$ cat src/hw/rtl/rct_pkg.sv
// ----------------------------------------------------------------------------
// rct_pkg
// Types and codes shared by the range completion tracker modules.
// ----------------------------------------------------------------------------
package rct_pkg;

  localparam int unsigned SizeBits = 48;

  typedef enum logic [1:0] {
    ACT_START  = 2'd0,
    ACT_RECORD = 2'd1,
    ACT_FINISH = 2'd2,
    ACT_NOP    = 2'd3
  } action_t;

  typedef enum logic [1:0] {
    ERR_NONE    = 2'd0,
    ERR_BOUNDS  = 2'd1,
    ERR_OVERLAP = 2'd2,
    ERR_MISSING = 2'd3
  } err_t;

  typedef struct packed {
    logic [1:0]          action;
    logic [SizeBits-1:0] offset;
    logic [SizeBits-1:0] length;
  } in_item_t;

  typedef struct packed {
    logic [1:0]          error_code;
    logic [SizeBits-1:0] bytes_done;
    logic                table_full;
  } out_item_t;

  typedef enum logic [3:0] {
    ST_IDLE,
    ST_SEARCH,
    ST_SEARCH_WAIT,
    ST_PREV,
    ST_PREV_WAIT,
    ST_MOVE,
    ST_INSERT,
    ST_WALK_WAIT,
    ST_DONE
  } state_t;

  // Which table entry the datapath reads into its read register.
  typedef enum logic [2:0] {
    RD_NONE,
    RD_IDX,    // entry at the index counter
    RD_NEXT,   // entry above the index counter
    RD_PREV,   // entry below the index counter
    RD_PREV2,  // entry two below the index counter
    RD_TOP     // highest stored entry; the counter moves to the entry count
  } rd_sel_t;

  // Commands from the controller to the datapath.
  typedef struct packed {
    logic       load;       // latch the item and run the first checks
    rd_sel_t    rd;         // table read
    logic       step_idx;   // index counter up by one
    logic       dec_idx;    // index counter down by one
    logic       wr_shift;   // write the read entry at the index counter
    logic       wr_insert;  // write the new range at the index counter
    logic       do_start;   // clear table and count
    logic       set_err;    // take the error code below
    logic [1:0] err;
    logic       set_full;
    logic       fire;       // present the result
  } cmd_t;

  // Status from the datapath to the controller.
  typedef struct packed {
    logic [1:0] action;
    logic       started;
    logic       bad_rec;     // record fails the started, length or bounds check
    logic       idx_at_end;  // index counter equals the entry count
    logic       idx_last;    // index counter is the highest stored entry
    logic       idx_zero;
    logic       idx_one;
    logic       table_full;
    logic       rd_lt_off;   // read begin below the offset
    logic       rd_lt_stop;  // read begin below the end of the new range
    logic       prev_gt_off; // read end above the offset
    logic       rd_ne_exp;   // read begin differs from the expected begin
    logic       tot_zero;
    logic       empty_zero;  // no entries and no bytes
    logic       end_ok;      // read end and byte count match the total
  } stat_t;

endpackage

$ cat src/hw/rtl/rct_control.sv
// ----------------------------------------------------------------------------
// rct_control
// Sequencer for start, record (search, shift, insert) and finish walk.
// ----------------------------------------------------------------------------
module rct_control (
  input  logic           clk,
  input  logic           rst,
  input  logic           start,
  output logic           busy,
  input  rct_pkg::stat_t stat,
  output rct_pkg::cmd_t  cmd
);

  rct_pkg::state_t state;
  rct_pkg::state_t state_next;

  always_ff @(posedge clk) begin
    if (rst) begin
      state <= rct_pkg::ST_IDLE;
    end else begin
      state <= state_next;
    end
  end

  // Next state.
  always_comb begin
    state_next = state;
    case (state)
      rct_pkg::ST_IDLE: begin
        if (start) state_next = rct_pkg::ST_SEARCH;
      end
      rct_pkg::ST_SEARCH: begin
        // First cycle after load: dispatch on the action.
        case (stat.action)
          rct_pkg::ACT_RECORD: begin
            if (stat.bad_rec) state_next = rct_pkg::ST_DONE;
            else if (stat.idx_at_end) state_next = rct_pkg::ST_PREV;
            else state_next = rct_pkg::ST_SEARCH_WAIT;
          end
          rct_pkg::ACT_FINISH: begin
            if (!stat.started || stat.tot_zero || stat.idx_at_end) begin
              state_next = rct_pkg::ST_DONE;
            end else begin
              state_next = rct_pkg::ST_WALK_WAIT;
            end
          end
          default: state_next = rct_pkg::ST_DONE;
        endcase
      end
      rct_pkg::ST_SEARCH_WAIT: begin
        // Entry at the index is in the read register.
        if (stat.rd_lt_off) begin
          if (stat.idx_last) state_next = rct_pkg::ST_PREV;
        end else if (stat.rd_lt_stop) begin
          state_next = rct_pkg::ST_DONE;
        end else begin
          state_next = rct_pkg::ST_PREV;
        end
      end
      rct_pkg::ST_PREV: begin
        // The index is the insert position; check the entry below it.
        if (!stat.idx_zero) state_next = rct_pkg::ST_PREV_WAIT;
        else if (stat.table_full || stat.idx_at_end) state_next = rct_pkg::ST_DONE;
        else state_next = rct_pkg::ST_MOVE;
      end
      rct_pkg::ST_PREV_WAIT: begin
        if (stat.prev_gt_off || stat.table_full) state_next = rct_pkg::ST_DONE;
        else state_next = rct_pkg::ST_MOVE;
      end
      rct_pkg::ST_MOVE: begin
        // Move entries up one place until the one below starts before offset.
        if (stat.rd_lt_off) state_next = rct_pkg::ST_DONE;
        else if (stat.idx_one) state_next = rct_pkg::ST_INSERT;
      end
      rct_pkg::ST_INSERT: state_next = rct_pkg::ST_DONE;
      rct_pkg::ST_WALK_WAIT: begin
        if (stat.rd_ne_exp || stat.idx_last) state_next = rct_pkg::ST_DONE;
      end
      rct_pkg::ST_DONE: state_next = rct_pkg::ST_IDLE;
      default: state_next = rct_pkg::ST_IDLE;
    endcase
  end

  // Outputs. The record path runs a search pass upward to find the insert
  // position, then a shift pass downward from the top entry.
  always_comb begin
    cmd     = '0;
    cmd.err = rct_pkg::ERR_NONE;
    busy    = (state != rct_pkg::ST_IDLE);
    case (state)
      rct_pkg::ST_IDLE: cmd.load = start;
      rct_pkg::ST_SEARCH: begin
        case (stat.action)
          rct_pkg::ACT_START: cmd.do_start = 1'b1;
          rct_pkg::ACT_RECORD: begin
            if (stat.bad_rec) begin
              cmd.set_err = 1'b1;
              cmd.err     = rct_pkg::ERR_BOUNDS;
            end else if (!stat.idx_at_end) begin
              cmd.rd = rct_pkg::RD_IDX;
            end
          end
          rct_pkg::ACT_FINISH: begin
            if (!stat.started) begin
              cmd.set_err = 1'b1;
              cmd.err     = rct_pkg::ERR_MISSING;
            end else if (stat.tot_zero) begin
              cmd.set_err = !stat.empty_zero;
              cmd.err     = rct_pkg::ERR_BOUNDS;
            end else if (stat.idx_at_end) begin
              // Empty table cannot cover a nonzero total.
              cmd.set_err = 1'b1;
              cmd.err     = rct_pkg::ERR_MISSING;
            end else begin
              cmd.rd = rct_pkg::RD_IDX;
            end
          end
          default: ;
        endcase
      end
      rct_pkg::ST_SEARCH_WAIT: begin
        if (stat.rd_lt_off) begin
          cmd.step_idx = 1'b1;
          if (!stat.idx_last) cmd.rd = rct_pkg::RD_NEXT;
        end else if (stat.rd_lt_stop) begin
          cmd.set_err = 1'b1;
          cmd.err     = rct_pkg::ERR_OVERLAP;
        end
      end
      rct_pkg::ST_PREV: begin
        if (!stat.idx_zero) begin
          cmd.rd = rct_pkg::RD_PREV;
        end else if (stat.table_full) begin
          cmd.set_full = 1'b1;
        end else if (stat.idx_at_end) begin
          cmd.wr_insert = 1'b1;
        end else begin
          cmd.rd = rct_pkg::RD_TOP;
        end
      end
      rct_pkg::ST_PREV_WAIT: begin
        if (stat.prev_gt_off) begin
          cmd.set_err = 1'b1;
          cmd.err     = rct_pkg::ERR_OVERLAP;
        end else if (stat.table_full) begin
          cmd.set_full = 1'b1;
        end else begin
          cmd.rd = rct_pkg::RD_TOP;
        end
      end
      rct_pkg::ST_MOVE: begin
        if (stat.rd_lt_off) begin
          cmd.wr_insert = 1'b1;
        end else begin
          cmd.wr_shift = 1'b1;
          cmd.dec_idx  = 1'b1;
          if (!stat.idx_one) cmd.rd = rct_pkg::RD_PREV2;
        end
      end
      rct_pkg::ST_INSERT: cmd.wr_insert = 1'b1;
      rct_pkg::ST_WALK_WAIT: begin
        if (stat.rd_ne_exp) begin
          cmd.set_err = 1'b1;
          cmd.err     = rct_pkg::ERR_MISSING;
        end else if (stat.idx_last) begin
          cmd.set_err = !stat.end_ok;
          cmd.err     = rct_pkg::ERR_MISSING;
        end else begin
          cmd.step_idx = 1'b1;
          cmd.rd       = rct_pkg::RD_NEXT;
        end
      end
      rct_pkg::ST_DONE: cmd.fire = 1'b1;
      default: ;
    endcase
  end

endmodule

$ cat config.mk
export PLATFORM = sky130hd
export DESIGN_NAME = rct_control
export DESIGN_NICKNAME = d
export VERILOG_FILES = /design/src/hw/rtl/rct_pkg.sv /design/src/hw/rtl/rct_control.sv
export SDC_FILE = /design/constraint.sdc
export NUM_CORES = 1
export LEC_CHECK = 0
export ABC_AREA = 1
export BUFFER_PORTS_ARGS = -buffer_cell sky130_fd_sc_hd__buf_2
export CORE_ASPECT_RATIO = 1.2
export CORE_MARGIN = 2
export CORE_UTILIZATION = 35
export CTS_CLUSTER_DIAMETER = 60
export DETAILED_ROUTE_END_ITERATION = 10
export PLACE_DENSITY = 0.72
export SLEW_MARGIN = 20
export SYNTH_ARGS = -nofsm -noshare
export SYNTH_HDL_FRONTEND = slang
export SYNTH_SLANG_ARGS = --single-unit
$ cat constraint.sdc
create_clock -name clk -period 1.25 [get_ports clk]
set_input_delay 0.25 -clock clk [delete_from_list [all_inputs] [get_ports clk]]
set_output_delay 0.25 -clock clk [all_outputs]
set_load 0.005 [all_outputs]
==> results.sh <==
export IMPL_status="finished with violations"
export IMPL_violations="setup timing"
export IMPL_path_clk_slew_ns=0.04
export IMPL_core_um2=1830
export IMPL_drt_wl_total_um=2800
export IMPL_fin_ws_ns=-0.388
export IMPL_path_cells="nor2_4 -> buf_4 -> buf_6 -> buf_4 -> buf_4 -> nand3_1 -> nand2_1 -> buf_2"
export IMPL_fmax_mhz=611
export IMPL_viasPerCell=4.96
export IMPL_drive_gt1_frac=0.625
export IMPL_cts_buffer_depth=2
export IMPL_multi_input_area_um2=664
export IMPL_antenna_found_initial=0
export IMPL_synth_warnings=0
export IMPL_cp_common_cell="buf_4"
export IMPL_pin_count=34
export IMPL_netlist_instances=129
export IMPL_max_stage_delay_ns=0.33
export IMPL_final_util=0.752
export IMPL_drtIter0Drc=21
export IMPL_drtPass1Iterations=4
export IMPL_period_needed_ns=1.64
export IMPL_grt_pass1_vias=1019
export IMPL_syn_area_per_cell_um2=5.28
export IMPL_regMostFlops="state"
export IMPL_critPathArrivalTime_ns=1.39
export IMPL_rsz0062_at_grt="true"
export IMPL_powerDensity_nw_per_um2=798
export IMPL_start_kind="register"
export IMPL_grt_overflow_total=0
export IMPL_area_delta_synth_final_pct=102
export IMPL_peakVddDrop_mv=0.757
export IMPL_path_max_fanout=5
export IMPL_ys_ff_latch=4
export IMPL_nFillCells=140
export IMPL_vias=1087
export IMPL_ant_nets=0
export IMPL_leakagePower_uw=0.000779
export IMPL_seq_area_frac_synth=0.118
export IMPL_nets=224
export IMPL_clockRootBuffer="clkbuf_4"
export IMPL_worstPathRequired_ns=1.00
export IMPL_regArea_um2=92.6
export IMPL_grt_max_degree=6
export IMPL_top_regs="state (4)"
export IMPL_cts_tree="built"
export IMPL_synth_cell_types=24
export IMPL_dieArea_um2=2310
export IMPL_start_util=0.372
export IMPL_setup_viol=19
export IMPL_largest_reg_flops=4
export IMPL_cts_made_buffers=3
export IMPL_io_buffers=33
export IMPL_stdcell_count=219
export IMPL_finalCritPeriodShare=1.31
export IMPL_syn_area_um2=681
export IMPL_grt_pass1_wl_um=4150
export IMPL_critPathKind="register to output pin"
export IMPL_die_y_um=52.3
export IMPL_dp_hpwl_um=1860
export IMPL_grt_usage=0.237
export IMPL_htree_levels=1
export IMPL_cp_slowest_cell="dfxtp_2"
export IMPL_globalplace_congestion=0.820
export IMPL_hold_path_class="input port to register"
export IMPL_syn_num_nets=151
export IMPL_report_final_slew_viol_count=0
export IMPL_max_slew_margin=0.826
export IMPL_clock_latency_ns=0.24
export IMPL_end_kind="output pin"
export IMPL_diodes=0
export IMPL_tightest_slew_ns=0.258
export IMPL_clock_sinks=4
export IMPL_drc=0
export IMPL_fp_dieW_um=44.3
export IMPL_wl_per_cell_um=12.8
export IMPL_drv_cap=0
export IMPL_fin_skew_ns=0.00375
export IMPL_timing_hold_violations_final=0
export IMPL_rows=17
export IMPL_place_inst=203
[report_power, final]
group / leakage [µW] / switching (µW) / internal (µW)
Combinational: 0.000729 / 386 / 359
Clock: 0.0000138 / 52.4 / 107
Sequential: 0.0000353 / 39.3 / 153
[path summary, 6_finish.rpt]
path | cells after the start | from | slack (ns) | endpoint
worst max-delay path | 8 | state[3] | -0.39 | cmd[9]
worst min-delay path | 2 | rst | 0.22 | state[0]
worst max register to register | 11 | state[2] | -0.24 | state[0]
worst min register to register | 2 | state[0] | 0.62 | state[0]
[cell type report]
| class | instances | area share |
|---|---|---|
| multi-input combinational | 100 | 0.483 |
| timing repair buffer | 69 | 0.343 |
| sequential | 4 | 0.0673 |
| clock buffer | 3 | 0.0164 |
| tap | 19 | 0.0173 |
| inverter | 24 | 0.0728 |
[cell usage in the layout, fill, tap and decap left out, types with 2 or more instances in the layout]
| cell type | netlist | final |
|---|---|---|
| nand3_2 | 1 | 4 |
| nor2_4 | 1 | 8 |
| inv_1 | 23 | 14 |
| nand2_2 | 4 | 8 |
| o21ai_0 | 7 | 2 |
| nand3_1 | 9 | 6 |
| o21ai_2 | 1 | 7 |
| buf_2 | 0 | 32 |
| nor2_1 | 17 | 15 |
| clkbuf_4 | 0 | 3 |
| nand2_4 | 0 | 5 |
| inv_2 | 1 | 8 |
| buf_6 | 0 | 9 |
| inv_6 | 0 | 2 |
| buf_4 | 1 | 28 |
| nand4_1 | 2 | 2 |
| a21oi_2 | 0 | 2 |
| nand2_1 | 33 | 24 |
| a21oi_1 | 5 | 3 |
| o21ai_1 | 4 | 3 |
| dfxtp_4 | 0 | 3 |
| ha_1 | 3 | 2 |
[metal layers]
layer,routed length [µm],up-vias,track usage
met1,1170,501,0.270
met2,1500,32,0.463
li1,-,550,-
met3,108,4,0.0241
met5,0,-,0
met4,25,0,0.0455
[metrics by stage]
stage / area (µm²) / power, µW / setup WS, ns / hold slack [ns] / TNS [ns]
after floorplan: 694 / 430 / -0.00543 / 0.312 / -0.00543
after global placement: 1050 / 648 / -0.238 / 0.453 / -1.75
after detailed placement: 1050 / 662 / -0.252 / 0.460 / -2.03
after CTS: 1260 / 964 / -0.361 / 0.205 / -3.77
after global routing: 1380 / 1150 / -0.434 / 0.228 / -5.71
final: 1380 / 1100 / -0.388 / 0.224 / -4.72
[cells by family (layout without fill, tap and decap cells)]
family / Yosys count / after routing / synth area share
adders and majority gates: 3 / 3 / 0.0552
DFF: 4 / 4 / 0.118
and+or+nand+nor: 76 / 76 / 0.511
AOI/OAI and AO/OA: 21 / 21 / 0.173
buffers and inverters: 25 / 96 / 0.143
[critical path, delay by kind of cell (launching register included)]
kind                   cells  cell delay, ns
buffers and inverters      5            0.52
DFF                        1            0.33
and+or+nand+nor            3            0.31
[synthesized netlist by cell type (all sizes together)]
cell type	number	area (µm²)
a21boi	1	7.51
a21oi	5	25.0
a31oi	1	6.26
and3	1	6.26
buf	1	7.51
dfxtp	4	80.1
ha	3	37.5
inv	24	90.1
nand2	37	149
nand3	10	55.1
nand3b	1	7.51
nand4	2	12.5
nor2	24	113
nor3	1	5.00
o21ai	12	63.8
o21bai	1	7.51
o31ai	1	7.51
[repair_timing]
item / in CTS / in global routing
pin swaps: 22 / 21
hold buffers: 0 / 0
endpoints found under the setup margin: 19 / 19
gates resized for setup: 52 / 19
buffers inserted: 9 / 7
endpoints found under the hold margin: 0 / 0
(Power assumes the default switching activity.)
